## src/design/wdc_pkg.sv

```systemverilog
// Shared types and constants for the sliding-window distinct-value counter.
package wdc_pkg;

  localparam int KEY_W          = 32;
  localparam int COUNT_W        = 7;
  localparam int WINDOW_MAX_DEF = 64;
  localparam int GROUP_W        = 8;

  typedef struct packed {
    logic signed [KEY_W-1:0] sample_value;
    logic                    last_item;
  } wdc_in_t;

  typedef struct packed {
    logic [COUNT_W-1:0] distinct_count;
    logic               final_result;
  } wdc_out_t;

  // Control strobes broadcast from the sequencer to every cell.
  typedef struct packed {
    logic shift;
    logic clear;
    logic probe;
  } wdc_cell_ctl_t;

  // Registered compare results of one cell.
  typedef struct packed {
    logic hit_new;
    logic hit_old;
  } wdc_hit_t;

endpackage

```

## src/design/wdc_cell.sv

```systemverilog
// One window cell: holds a key and its valid bit, shifts toward the older end, compares probes.
module wdc_cell #(
  parameter int INDEX = 0,
  parameter int CW    = 7
) (
  input  logic                         clk,
  input  logic                         rst,
  input  wdc_pkg::wdc_cell_ctl_t       ctl,
  input  logic [wdc_pkg::KEY_W-1:0]    key_in,
  input  logic                         valid_in,
  input  logic [wdc_pkg::KEY_W-1:0]    probe_new,
  input  logic [wdc_pkg::KEY_W-1:0]    probe_old,
  input  logic [CW-1:0]                fill_level,
  input  logic [CW-1:0]                keep_len,
  output logic [wdc_pkg::KEY_W-1:0]    key,
  output logic                         valid,
  output wdc_pkg::wdc_hit_t            hit
);
  import wdc_pkg::*;

  logic in_chain;
  logic in_fill;
  logic in_older;

  // A cell takes part in the chain only below the kept length.
  assign in_chain = CW'(INDEX) < keep_len;
  assign in_fill  = CW'(INDEX) < fill_level;
  // The leaving key is searched for in all kept cells but the last one.
  assign in_older = (CW+1)'(INDEX + 1) < {1'b0, keep_len};

  always_ff @(posedge clk) begin
    if (rst) begin
      valid <= 1'b0;
    end else if (ctl.clear) begin
      valid <= 1'b0;
    end else if (ctl.shift && in_chain) begin
      valid <= valid_in;
    end
  end

  always_ff @(posedge clk) begin
    if (ctl.shift && in_chain) begin
      key <= key_in;
    end
    if (ctl.probe) begin
      hit.hit_new <= valid && in_fill && (key == probe_new);
      hit.hit_old <= valid && in_older && (key == probe_old);
    end
  end

endmodule

```

## config.mk

```make
export PLATFORM = sky130hd
export DESIGN_NAME = wdc_cell
export DESIGN_NICKNAME = d
export VERILOG_FILES = /design/src/design/wdc_pkg.sv /design/src/design/wdc_cell.sv
export SDC_FILE = /design/constraint.sdc
export NUM_CORES = 1
export LEC_CHECK = 0
export BUFFER_PORTS_ARGS = -buffer_cell sky130_fd_sc_hd__buf_2
export CAP_MARGIN = 20
export CORE_UTILIZATION = 42
export DETAILED_ROUTE_END_ITERATION = 7
export PLACE_DENSITY = 0.85
export SLEW_MARGIN = 20
export SYNTH_ARGS = -nofsm -noshare
export SYNTH_HDL_FRONTEND = slang
export SYNTH_SLANG_ARGS = --single-unit
```

## constraint.sdc

```tcl
create_clock -name clk -period 4.9 [get_ports clk]
set_input_delay 1.225 -clock clk [delete_from_list [all_inputs] [get_ports clk]]
set_output_delay 1.225 -clock clk [all_outputs]
set_load 0.05 [all_outputs]
```

==> flow_summary.yaml, run 1 <==
worst_setup_path:
  cp-startpoint: "keep_len[6]"
  cp-start-kind: "input pin"
  path_cells: "buf_2, or4_4, o41ai_4, inv_1, buf_4"
  end_kind: "register"
  cp_slowest_stage_delay_ns: 0.54
  r2r_start: "key[1]$_DFFE_PP_"
  criticalPathCategory: "input pin to register"
  rrSetupSlack_ns: 3.26
  slowest_stage: "or4_4"
  crit_fanout: 32
  critPathArrivalTime_ns: 2.47
  required_ns: 4.90
timing:
  fin_setup_tns_ns: 0
  slew_headroom_pct: 68.0
  grt_setup_unrepaired: "no"
  clock_skew_ns: 0.00762
  setup_viol: 0
  final_hold_viol_count: 0
  finalMaxSlewViolations: 0
  finalCritPeriodShare_pct: 50.5
  fmax_mhz: 404
  worst_pin_slew_ns: 0.476
  min_period_ns: 2.48
detailed_routing:
  routed_wl_um: 5100
  dr_total_vias: 1619
  dr.pass1.iters: 4
  drtIter0Drc: 37
  drcViolationCount: 0
  ant_nets: 0
  post_drt_wl_per_cell_um: 14.9
  vias_per_cell: 4.75
synth:
  syn-num-nets: 248
  syn_inst: 132
  synth_seq_cells: 35
  synthAdderAreaFrac_pct: 0
  syn-cell-area_um2: 1830
  synth_top_family_by_area: "XOR/XNOR gates"
  ys_seq_area_share_pct: 56.9
  yosys.area_share.simple_pct: 10.1
  synth.avg_cell_area_um2: 13.8
  synth_warnings: 0
  synth_compound_area_share_pct: 1.51
  synthMuxAreaShare_pct: 0.548
  synth-xor-area-share_pct: 30.7
  synth_cell_type_count: 15
power:
  powerDensity_nw_per_um2: 290
  total_leakage_power_nw: 1.29
  worst_ir_drop_vdd_v: 0.000190
clock_tree:
  cts_buffers: 5
  htreeDepth: 2
  cts_sinks: 35
  cts_tree: "built"
  cts-root-buf: "clkbuf_8"
  clock_latency_ns: 0.28
  clk_pin_slew_ns: 0.07
  cts_setup_buffers: 0
  cts_resized: 0
  clk_path_buf_depth: 2
  postCtsHoldBufs: 0
cells_and_area:
  drive_above_1_share_pct: 54.6
  nets: 406
  antenna_cells: 0
  fillers: 322
  fin_cells: 341
  areaGrowthSynthToFinish_pct: 49.3
global_route:
  grt_pass1_vias: 1578
  gr-total-overflow: 0
  grt_usage_pct: 21.2
  grt_pass1_wl_um: 6810
  grt_max_degree: 33
  antenna_found_initial: 0
floorplan:
  fp.dieArea_um2: 4620
  initial_core_util_pct: 44.7
  die_w_um: 68.0
  std_cell_rows: 23
  die_h_um: 68.0
  io_pins: 151
  core_area_um2: 4090
worst_hold_path:
  hp-start: "valid$_SDFFE_PP0P_"
  holdCritPathClass: "register to register"
placement:
  port_buffers: 150
  gp_congestion: 0.799
  dp_hpwl_um: 4260
  dp.cells: 333
run_status:
  status: "complete, no violations"
flow_run:
  drv_cap: 0
==> worst max-delay path: cells and delay by family <==
family                 cells  cell delay, ns
buffers and inverters      3            0.42
AOI/OAI and AO/OA          1            0.26
and+or+nand+nor            1            0.54
==> flip-flops by register name (all words and copies together), names as in the netlist <==
name,count
valid,1
hit,2
key,32
==> per-stage QoR <==
step / worst slack (ns) / power, mW / util, % / instance area, um^2 / hold slack, ns
floorplan: 2.05 / 0.516 / - / 1830 / 0.800
finish: 2.42 / 0.791 / 66.8 / 2730 / 0.616
global route: 2.39 / 0.825 / 66.8 / 2730 / 0.650
global placement: 2.16 / 0.600 / 64.8 / 2650 / 0.587
CTS: 2.42 / 0.799 / 66.8 / 2730 / 0.620
detailed placement: 2.12 / 0.604 / 64.8 / 2650 / 0.605
==> cells in the final DEF (no fill, tap or decap), types with 2 or more instances in the layout <==
| cell type | n |
|---|---|
| buf_2 | 150 |
| edfxtp_1 | 34 |
| nand3_1 | 2 |
| nor4_1 | 15 |
| nand4_1 | 4 |
| clkinv_1 | 2 |
| clkbuf_8 | 5 |
| nor3_1 | 5 |
| xor2_1 | 62 |
| xnor2_1 | 2 |
==> power breakdown <==
group / internal [mW] / switching, mW
Sequential: 0.356 / 0.0253
Combinational: 0.0795 / 0.137
Clock: 0.0968 / 0.0966
Total: 0.532 / 0.259
==> cell type report <==
| class | count | area (um^2) | area share, % |
|---|---|---|---|
| Multi-Input combinational cell | 96 | 783 | 28.7 |
| Timing Repair Buffer | 151 | 758 | 27.8 |
| Clock inverter | 2 | 7.51 | 0.275 |
| Tap cell | 50 | 62.6 | 2.29 |
| Clock buffer | 6 | 72.6 | 2.66 |
| Sequential cell | 35 | 1040 | 38.1 |
| Inverter | 1 | 3.75 | 0.138 |
==> per-layer routing <==
| metal | GRT usage [%] | up-vias | share of wire [%] |
|---|---|---|---|
| met1 | 21.6 | 719 | 36 |
| li1 | - | 797 | - |
| met5 | 0 | - | 0 |
| met2 | 39.1 | 94 | 53 |
| met3 | 6.83 | 9 | 9.1 |
| met4 | 8.85 | 0 | 1.7 |
==> synth_stat cells <==
cell,count,share of area (%)
xor2_1,62,30
xnor2_1,2,0.96
or3_1,1,0.34
edfxtp_1,34,56
nand4_1,4,1.4
nor3_1,5,1.4
inv_1,1,0.21
nor4_1,15,5.1
nor3_2,1,0.55
mux2i_1,1,0.55
or4_4,1,0.62
nand2_1,1,0.21
o41ai_4,1,1.5
dfxtp_1,1,1.1
nand3_1,2,0.55
==> cells by family (layout without fill, tap and decap cells) <==
family | count (synthesis) | in the layout
compound gates | 1 | 1
xor+xnor | 64 | 64
buf+inv | 1 | 160
flops | 35 | 35
mux | 1 | 1
simple gates | 30 | 30
==> final timing paths <==
check,depth (start not counted),to
worst max-delay path,5,key[5]$_DFFE_PP_
worst min-delay path,2,valid$_SDFFE_PP0P_
worst max register to register,4,hit[0]$_DFFE_PP_
worst min register to register,2,valid$_SDFFE_PP0P_
Note: power is estimated with default switching activity, not from simulation.
==> run 2: changes to the inputs <==
--- a/config.mk
+++ b/config.mk
@@ -7,9 +7,9 @@
 export LEC_CHECK = 0
 export BUFFER_PORTS_ARGS = -buffer_cell sky130_fd_sc_hd__buf_2
 export CAP_MARGIN = 20
-export CORE_UTILIZATION = 42
+export CORE_UTILIZATION = 35
 export DETAILED_ROUTE_END_ITERATION = 7
-export PLACE_DENSITY = 0.85
+export PLACE_DENSITY = 0.76
 export SLEW_MARGIN = 20
 export SYNTH_ARGS = -nofsm -noshare
 export SYNTH_HDL_FRONTEND = slang
==> constraint.sdc (replaced) <==
create_clock -name clk -period 2 [get_ports clk]
set_input_delay 0.5 -clock clk [delete_from_list [all_inputs] [get_ports clk]]
set_output_delay 0.5 -clock clk [all_outputs]
set_load 0.05 [all_outputs]
==> flow_summary.yaml, run 2 (synthesis results as in run 1) <==
worst_setup_path:
  cp-endpoint: "key[29]$_DFFE_PP_"
  crit_fanout: 11
  r2r_start: "key[1]$_DFFE_PP_"
  cp-startpoint: "keep_len[6]"
  rrSetupSlack_ns: 0.41
  required_ns: 2.04
  end_kind: "register"
  criticalPathCategory: "input pin to register"
  cp-start-kind: "input pin"
  ff2ff_path_depth: 4
  critPathArrivalTime_ns: 1.74
  r2r-end: "hit[1]$_DFFE_PP_"
global_route:
  gr-total-overflow: 0
  use_met2_pct: 32.3
  antenna_found_initial: 0
  top_usage_layer: "met2"
  grt_pass1_wl_um: 7060
  grt_max_degree: 22
  grtUsageMet1_pct: 20.2
  grt_usage_pct: 18.1
  groute.layer.met3.usage_pct: 6.78
  grt_pass1_vias: 1505
timing:
  min_period_ns: 1.70
  finalCritPeriodShare_pct: 85.0
  fmax_mhz: 588
  worst_pin_slew_ns: 0.408
  finalMaxSlewViolations: 0
  slew_headroom_pct: 72.6
  finalWorstSetupSlack_ns: 0.299
  hold_ws_ns: 0.373
  grt_setup_unrepaired: "no"
  final_hold_viol_count: 0
  clock_skew_ns: 0.00576
  setup_viol: 0
clock_tree:
  cts-root-buf: "clkbuf_8"
  clk_pin_slew_ns: 0.07
  clk_path_buf_depth: 2
  cts_sinks: 35
  htreeDepth: 2
  postCtsHoldBufs: 0
  cts_tree: "built"
  cts_buffers: 5
  clock_latency_ns: 0.29
  cts_resized: 0
  cts_setup_buffers: 0
cells_and_area:
  top_register: "key"
  antenna_cells: 0
  areaGrowthSynthToFinish_pct: 52.4
  nets: 409
  final_common_cell: "buf_2"
  final_cell_mix: "150 x buf_2, 62 x xor2_1, 34 x edfxtp_1, 15 x nor4_1"
  fillers: 441
  regArea_um2: 1040
  stdcell_area_um2: 2790
  largest_reg_flops: 32
  reg_top3: "key (32), hit (2), valid (1)"
  fin_cells: 361
  multi_input_area_um2: 783
  drive_above_1_share_pct: 55.1
floorplan:
  io_pins: 151
  initial_core_util_pct: 37.5
  die_w_um: 74.3
  fp.dieArea_um2: 5520
  die_h_um: 74.3
  std_cell_rows: 25
  core_area_um2: 4880
placement:
  place_ws_ns: -0.0199
  dp.cells: 353
  gp_congestion: 0.824
  dp_hpwl_um: 4310
  port_buffers: 150
  place_area_um2: 2710
detailed_routing:
  vias_per_cell: 4.51
  drcViolationCount: 0
  post_drt_wl_per_cell_um: 13.9
  drtIter0Drc: 49
  routed_wl_um: 5000
  dr_total_vias: 1627
  ant_nets: 0
  dr.pass1.iters: 4
power:
  total_leakage_power_nw: 1.31
  worst_ir_drop_vdd_v: 0.000511
  powerDensity_nw_per_um2: 699
worst_hold_path:
  holdCritPathClass: "input pin to register"
run_status:
  status: "complete, no violations"
flow_run:
  drv_cap: 0
run 2: cell type report:
type	instances	area share [%]
Timing Repair Buffer	154	28.5
Tap cell	67	3.01
Inverter	1	0.135
Sequential cell	35	37.4
Clock inverter	2	0.270
Multi-Input combinational cell	96	28.1
Clock buffer	6	2.61
run 2: worst min-delay path by stage:
stage                  startpoint                 end  cells after the start
2_1_floorplan              ctl[1]  valid$_SDFFE_PP0P_                      1
3_3_place_gp   valid$_SDFFE_PP0P_  valid$_SDFFE_PP0P_                      2
3_5_place_dp   valid$_SDFFE_PP0P_  valid$_SDFFE_PP0P_                      2
4_1_cts                       rst  valid$_SDFFE_PP0P_                      2
5_1_grt                key_in[31]   key[31]$_DFFE_PP_                      1
6_report                      rst  valid$_SDFFE_PP0P_                      2
run 2: worst max-delay path, cell delays in order:
cell     delay [ns]
buf_2          0.09
or4_4          0.55
o41ai_4        0.25
inv_1          0.14
buf_4          0.21
run 2: report_power, final:
group | leakage [nW] | total [mW] | internal [mW] | switching (mW)
Sequential | 0.341 | 0.935 | 0.871 | 0.0638
Combinational | 0.923 | 0.535 | 0.202 | 0.334
Clock | 0.0403 | 0.475 | 0.237 | 0.238
Total | 1.31 | 1.95 | 1.31 | 0.636
run 2: through the flow:
stage | TNS (ns) | utilization (%) | power [mW]
after global routing | 0 | 57.1 | 2.04
after global placement | 0 | 55.4 | 1.48
after detailed placement | -0.215 | 55.4 | 1.49
after floorplan | -3.91 | - | 1.26
final | 0 | 57.1 | 1.95
after CTS | 0 | 57.1 | 1.96
run 2: routing by layer:
metal  part of all wire, %  routed length [um]
met1                    38                1910
met2                    51                2530
met3                    10                 503
met4                   1.1                  55
met5                     0                   0
