## src/design/wdc_pkg.sv

```systemverilog
// Shared types and constants for the sliding-window distinct-value counter.
package wdc_pkg;

  localparam int KEY_W          = 32;
  localparam int COUNT_W        = 7;
  localparam int WINDOW_MAX_DEF = 64;
  localparam int GROUP_W        = 8;

  typedef struct packed {
    logic signed [KEY_W-1:0] sample_value;
    logic                    last_item;
  } wdc_in_t;

  typedef struct packed {
    logic [COUNT_W-1:0] distinct_count;
    logic               final_result;
  } wdc_out_t;

  // Control strobes broadcast from the sequencer to every cell.
  typedef struct packed {
    logic shift;
    logic clear;
    logic probe;
  } wdc_cell_ctl_t;

  // Registered compare results of one cell.
  typedef struct packed {
    logic hit_new;
    logic hit_old;
  } wdc_hit_t;

endpackage

```

## src/design/wdc_or_tree.sv

```systemverilog
// Registered first level of the match reduction: one OR per group of cells.
module wdc_or_tree #(
  parameter int N     = wdc_pkg::WINDOW_MAX_DEF,
  parameter int GROUP = wdc_pkg::GROUP_W
) (
  input  logic                          clk,
  input  wdc_pkg::wdc_hit_t [N-1:0]     hits,
  output logic [(N+GROUP-1)/GROUP-1:0]  grp_new,
  output logic [(N+GROUP-1)/GROUP-1:0]  grp_old
);
  import wdc_pkg::*;

  localparam int NG = (N + GROUP - 1) / GROUP;

  logic [NG-1:0] or_new;
  logic [NG-1:0] or_old;

  always_comb begin
    or_new = '0;
    or_old = '0;
    for (int g = 0; g < NG; g++) begin
      for (int k = 0; k < GROUP; k++) begin
        if (g * GROUP + k < N) begin
          or_new[g] = or_new[g] | hits[g*GROUP+k].hit_new;
          or_old[g] = or_old[g] | hits[g*GROUP+k].hit_old;
        end
      end
    end
  end

  always_ff @(posedge clk) begin
    grp_new <= or_new;
    grp_old <= or_old;
  end

endmodule

```

## config.mk

```make
export PLATFORM = sky130hd
export DESIGN_NAME = wdc_or_tree
export DESIGN_NICKNAME = d
export VERILOG_FILES = /design/src/design/wdc_pkg.sv /design/src/design/wdc_or_tree.sv
export SDC_FILE = /design/constraint.sdc
export NUM_CORES = 1
export LEC_CHECK = 0
export BUFFER_PORTS_ARGS = -buffer_cell sky130_fd_sc_hd__buf_2
export CAP_MARGIN = 20
export CORE_AREA = 2 2 55 57
export DETAILED_ROUTE_END_ITERATION = 7
export DIE_AREA = 0 0 57 59
export PLACE_DENSITY = 0.79
export SKIP_CTS_REPAIR_TIMING = 1
export SYNTH_ARGS = -nofsm -noshare
export SYNTH_HDL_FRONTEND = slang
export SYNTH_SLANG_ARGS = --single-unit
```

## constraint.sdc

```tcl
create_clock -name clk -period 0.9 [get_ports clk]
set_input_delay 0.135 -clock clk [delete_from_list [all_inputs] [get_ports clk]]
set_output_delay 0.135 -clock clk [all_outputs]
set_load 0.02 [all_outputs]
```

==> results of run 1 <==
state kept, by name, indices dropped and copies added, names as in the netlist:
name     cells
grp_new      8
grp_old      8
metrics by stage:
| step | setup slack [ns] | total power [mW] | cells |
|---|---|---|---|
| floorplan | 0.3354 | 0.7567 | 64 |
| global placement | 0.1110 | 1.023 | 239 |
| detailed placement | 0.09403 | 1.030 | 239 |
| CTS | -0.02358 | 1.522 | 243 |
| global route | -0.01701 | 1.595 | 243 |
| finish | 0.03632 | 1.485 | 243 |
power groups by stage:
stage | clock, mW | sequential (mW) | combinational [mW]
2_1_floorplan | 0 | 0.730 | 0.0268
3_3_place_gp | 0 | 0.727 | 0.297
3_5_place_dp | 0 | 0.727 | 0.303
4_1_cts | 0.507 | 0.710 | 0.304
5_1_grt | 0.546 | 0.711 | 0.338
6_report | 0.470 | 0.710 | 0.305
area by class of cell:
class	instances	area share
sequential	16	0.2268
timing repair buffer	144	0.5490
clock buffer	4	0.02427
multi-input combinational	48	0.1741
tap	31	0.02594
cell usage in the layout (no fill, tap or decap), drive strengths merged:
cell / netlist / routed
dfxtp: 16 / 16
nand2: 16 / 16
buf: 0 / 144
clkbuf: 0 / 4
nor4: 32 / 32
layer usage:
layer / global-route usage / part of all wire / up-vias
li1: - / - / 552
met1: 0.1301 / 0.29 / 466
met2: 0.2693 / 0.54 / 84
met3: 0.05895 / 0.17 / 2
met4: 0.06312 / 0.0099 / 0
met5: 0 / 0 / -
cell families (layout without fill, tap and decap cells):
logic type	count (synthesis)	count (layout)	synth area share
simple gates	48	48	0.4483
flops	16	16	0.5517
buf+inv	0	148	0
path summary, 6_finish.rpt:
check               endpoint  depth (start not counted)
hold / removal    grp_old[7]                          3
setup / recovery  grp_old[0]                          1
==> results.py, run 1 <==
metrics = {
    "status": {
        "status": "finished, final reports clean",
    },
    "sta": {
        "min_period_over_period": 0.9596,
        "slew_headroom": 0.7781,
        "slew_viol_final": 0,
        "clock.fmax_mhz": 1158,
        "hold_viol": 0,
        "rsz0062_at_grt": "yes",
        "worst_pin_slew_ns": 0.3299,
        "hold_slack_ns": 0.02180,
        "period_needed_ns": 0.8637,
        "setup_viol": 0,
        "finalSetupTns_ns": 0,
    },
    "synth": {
        "yosysSeqAreaShare": 0.5517,
        "synthArstFlopShare": 0,
        "synth_cell_types": 3,
        "yosysTopAreaCell": "dfxtp_1",
        "synthesis.area_um2": 580.6,
        "ys.flop_type": "dfxtp_1",
        "synth.most_common_cell": "nor4_1",
        "synthTopCellsByArea": "dfxtp_1, nor4_1, nand2_1",
        "synth_edf_count": 0,
        "yosys_warnings": 0,
        "syn_nets": 193,
        "syn_avg_cell_area_um2": 9.071,
        "synthesis.instances": 64,
        "yosys.area.top_type_share": 0.5517,
        "synth_common_cells": "nor4_1, dfxtp_1, nand2_1",
        "synth-seq-cells": 16,
    },
    "power_and_ir_drop": {
        "p_int_mw": 1.169,
        "ir_worst_vdd_v": 0.0005749,
        "p_sw_frac": 0.2130,
        "clockPowerShare": 0.316,
        "seqPwrFrac": 0.478,
        "power_density_mw_per_mm2": 993.1,
        "combPwrFrac": 0.205,
        "leakage_nw": 0.7592,
        "p_sw_mw": 0.3163,
    },
    "clock_tree": {
        "cts_tree": "done",
        "cts.sinks": 16,
        "clkSlewWorstSetupHoldPaths_ns": 0.10,
        "cts_buffers": 3,
        "clock_path_buffers": 2,
        "htreeDepth": 1,
        "cts_root_buf": "clkbuf_4",
    },
    "detailed_routing": {
        "vias": 1104,
        "wl_per_cell_um": 10.42,
        "drtIter0Drc": 15,
        "wl_mm": 2.532,
        "detail-route-antenna-nets": 0,
        "drc": 0,
        "vias_per_cell": 4.543,
        "dr.pass1.iters": 3,
    },
    "floorplan": {
        "start_util": 0.2142,
        "die_height_um": 59,
        "dieWidth_um": 57,
        "die-area_mm2": 0.003363,
        "rows": 19,
        "ios": 145,
        "core-area_mm2": 0.002710,
    },
    "worst_setup_path": {
        "cpPeakStageDelay_ns": 0.33,
        "cpMaxStageDelayCell": "dfxtp_2",
        "cp-start-kind": "flop",
        "startpoint": "grp_old[0]",
        "worstSetupEndpointType": "output pin",
        "crit_required_ns": 0.76,
        "path_max_fanout": 1,
        "path_cells": "buf_6",
        "crit_arrival_ns": 0.73,
        "crit_buf_inv": 1,
        "path_delay_family": "flip-flops",
        "critPathKind": "reg2out",
    },
    "global_route": {
        "grt_use_total": 0.1411,
        "first_global_vias": 1023,
        "antenna_found_initial": 0,
        "grt_pass1_wl_mm": 3.698,
        "grt_max_degree": 10,
        "globalRouteOverflowTotal": 0,
    },
    "placed_design": {
        "place_area_mm2": 0.001340,
        "place_congestion": 0.7756,
        "place_hpwl_mm": 2.295,
        "io_buffers": 144,
    },
    "flow_run": {
        "max-cap-violations": 0,
    },
    "finish": {
        "seq_area_um2": 339.1,
        "postLayoutCellArea_mm2": 0.001495,
        "drive_gt1_frac": 0.7689,
        "n_antenna_cell": 0,
        "area_delta_synth_final_pct": 157.5,
        "fin_util": 0.5517,
        "multiInputGateArea_um2": 260.3,
        "fill_cells": 261,
        "final_nets": 342,
    },
    "min_path": {
        "min_from": "hits[126]",
        "hold_path_class": "in2reg",
    },
}
Note: power is estimated with default switching activity, not from simulation.
==> inputs of run 2 (changes only) <==
==> constraint.sdc (replaced) <==
create_clock -name clk -period 0.9 [get_ports clk]
set_input_delay 0.09 -clock clk [delete_from_list [all_inputs] [get_ports clk]]
set_output_delay 0.09 -clock clk [all_outputs]
set_load 0.02 [all_outputs]
==> results.py, run 2 (synthesis gave the netlist of run 1 again) <==
metrics = {
    "floorplan": {
        "core-area_mm2": 0.002710,
        "die-area_mm2": 0.003363,
        "dieWidth_um": 57,
        "die_height_um": 59,
        "start_util": 0.2142,
        "rows": 19,
        "ios": 145,
    },
    "finish": {
        "final_cells": 263,
        "largestRegisters": "grp_new x8, grp_old x8",
        "postLayoutCellArea_mm2": 0.001587,
        "final_nets": 362,
        "drive_gt1_frac": 0.6379,
        "final_cell_mix": "buf_2, nor4_1, dlygate4sd3_1",
        "n_antenna_cell": 0,
        "area_delta_synth_final_pct": 173.3,
        "final_common_cell": "buf_2",
    },
    "power_and_ir_drop": {
        "clockPowerShare": 0.304,
        "p_int_mw": 1.223,
        "p_sw_frac": 0.2157,
        "combPwrFrac": 0.240,
        "power_density_mw_per_mm2": 983.1,
        "p_sw_mw": 0.3364,
        "leakage_nw": 0.7991,
        "ir_worst_vdd_v": 0.0006949,
        "seqPwrFrac": 0.455,
    },
    "global_route": {
        "antenna_found_initial": 0,
        "grt_max_degree": 10,
        "grt_use_total": 0.1438,
        "grt_pass1_wl_mm": 3.712,
        "first_global_vias": 1015,
        "globalRouteOverflowTotal": 0,
    },
    "worst_setup_path": {
        "path_delay_family": "buffers and inverters",
        "cp-start-kind": "input port",
        "cpMaxStageDelayCell": "dlygate4sd3_1",
        "worstSetupEndpointType": "flop",
        "crit_buf_inv": 2,
        "cpPeakStageDelay_ns": 0.53,
        "path_cells": "dlygate4sd3_1, buf_2, nor4_1, nand2_1",
        "critPathKind": "in2reg",
        "crit_required_ns": 1.07,
        "crit_arrival_ns": 1.07,
        "path_max_fanout": 1,
    },
    "sta": {
        "setup_slack_ns": -0.001952,
        "setup_viol": 1,
        "hold_slack_ns": -0.02263,
        "period_needed_ns": 0.9020,
        "hold_viol": 14,
        "slew_headroom": 0.7498,
        "clock.fmax_mhz": 1109,
        "worst_pin_slew_ns": 0.3718,
        "min_period_over_period": 1.002,
        "slew_viol_final": 0,
    },
    "detailed_routing": {
        "vias": 1156,
        "detail-route-antenna-nets": 0,
        "dr.pass1.iters": 2,
        "drtIter0Drc": 9,
        "vias_per_cell": 4.395,
        "drc": 0,
        "wl_mm": 2.951,
        "wl_per_cell_um": 11.22,
    },
    "clock_tree": {
        "cts.sinks": 16,
        "cts_buffers": 3,
        "clkSlewWorstSetupHoldPaths_ns": 0.10,
        "htreeDepth": 1,
        "cts_tree": "done",
        "cts_root_buf": "clkbuf_4",
        "clock_path_buffers": 2,
    },
    "placed_design": {
        "place_congestion": 0.7756,
        "place_hpwl_mm": 2.336,
        "place_ws_ns": 0.1216,
        "place_area_mm2": 0.001340,
        "dp_cells": 239,
        "io_buffers": 144,
    },
    "flow_run": {
        "max-cap-violations": 0,
    },
    "status": {
        "violations": "hold timing, setup timing",
        "status": "finished with violations",
    },
    "min_path": {
        "hold_path_class": "in2reg",
    },
}
-- run 2: final timing paths --
path,to,slack [ns],cells past startpoint,startpoint
setup / recovery,grp_old[3],-0.002,4,hits[50]
hold / removal,grp_old[7],-0.02,3,hits[126]
-- run 2: power by group through the flow --
stage          registers [mW]  logic, mW  clock network, mW
2_1_floorplan           0.730     0.0268                  0
3_5_place_dp            0.727      0.304                  0
5_1_grt                 0.711      0.413              0.539
4_1_cts                 0.710      0.305              0.495
3_3_place_gp            0.727      0.297                  0
6_report                0.710      0.375              0.474
-- run 2: area by class of cell --
cell class              instances  area [µm²]
fillers                       249        1124
repair buffers                164       930.9
flip-flops and latches         16       320.3
multi-input cells              48       260.3
well taps                      31       38.79
clock buffers                   4       36.28
-- run 2: layer usage --
metal	track usage	up-vias	routed length, µm
met4	0.06312	0	25
met3	0.05677	2	438
li1	-	593	-
met1	0.1274	479	912
met2	0.2841	82	1574
met5	0	-	0
-- run 2: stage by stage --
step,setup TNS (ns),power (mW),utilization
3_3_place_gp,0,1.023,0.4945
2_1_floorplan,0,0.7567,-
6_report,-0.001952,1.560,0.5854
3_5_place_dp,0,1.031,0.4945
4_1_cts,0,1.510,0.5078
5_1_grt,-0.07532,1.663,0.5854
==> inputs of run 3 (changes only) <==
==> constraint.sdc (replaced) <==
create_clock -name clk -period 0.9 [get_ports clk]
set_input_delay 0.045 -clock clk [delete_from_list [all_inputs] [get_ports clk]]
set_output_delay 0.045 -clock clk [all_outputs]
set_load 0.02 [all_outputs]
==> results.py, run 3 (synthesis gave the netlist of run 1 again) <==
metrics = {
    "status": {
        "status": "finished with violations",
        "violations": "hold timing, setup timing",
    },
    "global_route": {
        "grt_pass1_wl_mm": 3.677,
        "first_global_vias": 1009,
        "globalRouteOverflowTotal": 0,
        "grt_use_total": 0.1406,
        "grt_max_degree": 10,
        "antenna_found_initial": 0,
    },
    "flow_run": {
        "max-cap-violations": 0,
    },
    "min_path": {
        "min_from": "hits[78]",
        "hold_path_class": "in2reg",
        "hold_end": "grp_old[4]",
        "hold_depth": 3,
    },
    "floorplan": {
        "dieWidth_um": 57,
        "core-area_mm2": 0.002710,
        "die-area_mm2": 0.003363,
        "ios": 145,
        "rows": 19,
        "die_height_um": 59,
        "start_util": 0.2142,
    },
    "finish": {
        "drive_gt1_frac": 0.5139,
        "final_cell_mix": "buf_2, dlygate4sd3_1, nor4_1",
        "postLayoutCellArea_mm2": 0.002137,
        "n_antenna_cell": 0,
        "area_delta_synth_final_pct": 268.1,
        "final_common_cell": "buf_2",
        "fin_util": 0.7886,
        "final_cells": 319,
        "final_nets": 418,
        "largestRegisters": "grp_new x8, grp_old x8",
    },
    "worst_setup_path": {
        "path_max_fanout": 1,
        "worstSetupEndpointType": "flop",
        "crit_arrival_ns": 1.20,
        "startpoint": "hits[63]",
        "cp-start-kind": "input port",
        "critPathKind": "in2reg",
        "crit_required_ns": 1.07,
    },
    "sta": {
        "finalSetupTns_ns": -0.1659,
        "period_needed_ns": 1.031,
        "hold_slack_ns": -0.06307,
        "hold_viol": 12,
        "clock.fmax_mhz": 970.3,
        "setup_slack_ns": -0.1307,
        "setup_viol": 3,
        "slew_headroom": 0.7559,
        "min_period_over_period": 1.145,
        "worst_pin_slew_ns": 0.3628,
        "slew_viol_final": 0,
    },
    "placed_design": {
        "io_buffers": 144,
        "place_congestion": 0.7761,
        "dp_cells": 239,
        "place_ws_ns": 0.1975,
        "place_area_mm2": 0.001340,
        "place_hpwl_mm": 2.318,
    },
    "detailed_routing": {
        "detail-route-antenna-nets": 0,
        "dr.pass1.iters": 4,
        "wl_per_cell_um": 13.88,
        "wl_mm": 4.429,
        "vias_per_cell": 4.561,
        "drc": 0,
        "drtIter0Drc": 65,
        "vias": 1455,
    },
    "power_and_ir_drop": {
        "ir_worst_vdd_v": 0.0006951,
        "power_density_mw_per_mm2": 829.1,
        "leakage_nw": 1.028,
        "power.total_mw": 1.772,
    },
    "clock_tree": {
        "clkSlewWorstSetupHoldPaths_ns": 0.10,
        "cts_root_buf": "clkbuf_4",
        "clock_path_buffers": 2,
        "cts_tree": "done",
        "cts_buffers": 3,
        "cts.sinks": 16,
        "htreeDepth": 1,
    },
}
==> run 3: changes by cell type in the layout (fill, tap and decap cells not counted) <==
cell           previous run  this run
dlygate4sd3_1            20        76
buf_2                   140       144
buf_4                     4         0
==> run 3: worst max-delay path by stage <==
| stage | cells after the start | to |
|---|---|---|
| 4_1_cts | 1 | grp_old[0] |
| 3_5_place_dp | 3 | grp_old[1] |
| 3_3_place_gp | 3 | grp_old[1] |
| 6_report | 4 | grp_new[3] |
| 5_1_grt | 4 | grp_new[3] |
| 2_1_floorplan | 2 | grp_new[0] |
==> run 3: area by class of cell <==
cell class              count  area [µm²]
well taps                  31       38.79
multi-input cells          48       260.3
flip-flops and latches     16       320.3
repair buffers            220        1481
clock buffers               4       36.28
fillers                   188       573.1
==> run 3: power breakdown <==
group / total [mW] / internal (mW) / switching (mW)
sequential: 0.710 / 0.710 / 0.000524
clock: 0.482 / 0.246 / 0.236
combinational: 0.579 / 0.425 / 0.154
total: 1.77 / 1.38 / 0.391
==> run 3: worst max-delay path, cell delays in order <==
cell and delay [ns]:
dlygate4sd3_1 0.54, buf_2 0.13, nor4_1 0.38, nand2_1 0.10
==> run 3: per-layer routing <==
layer  global-route usage  up-vias  wire [µm]
li1                     -      705          -
met4              0.04983        0        179
met5                    0        -          0
met3              0.05677       18        552
met2               0.2791      104       2309
met1               0.1274      628       1387
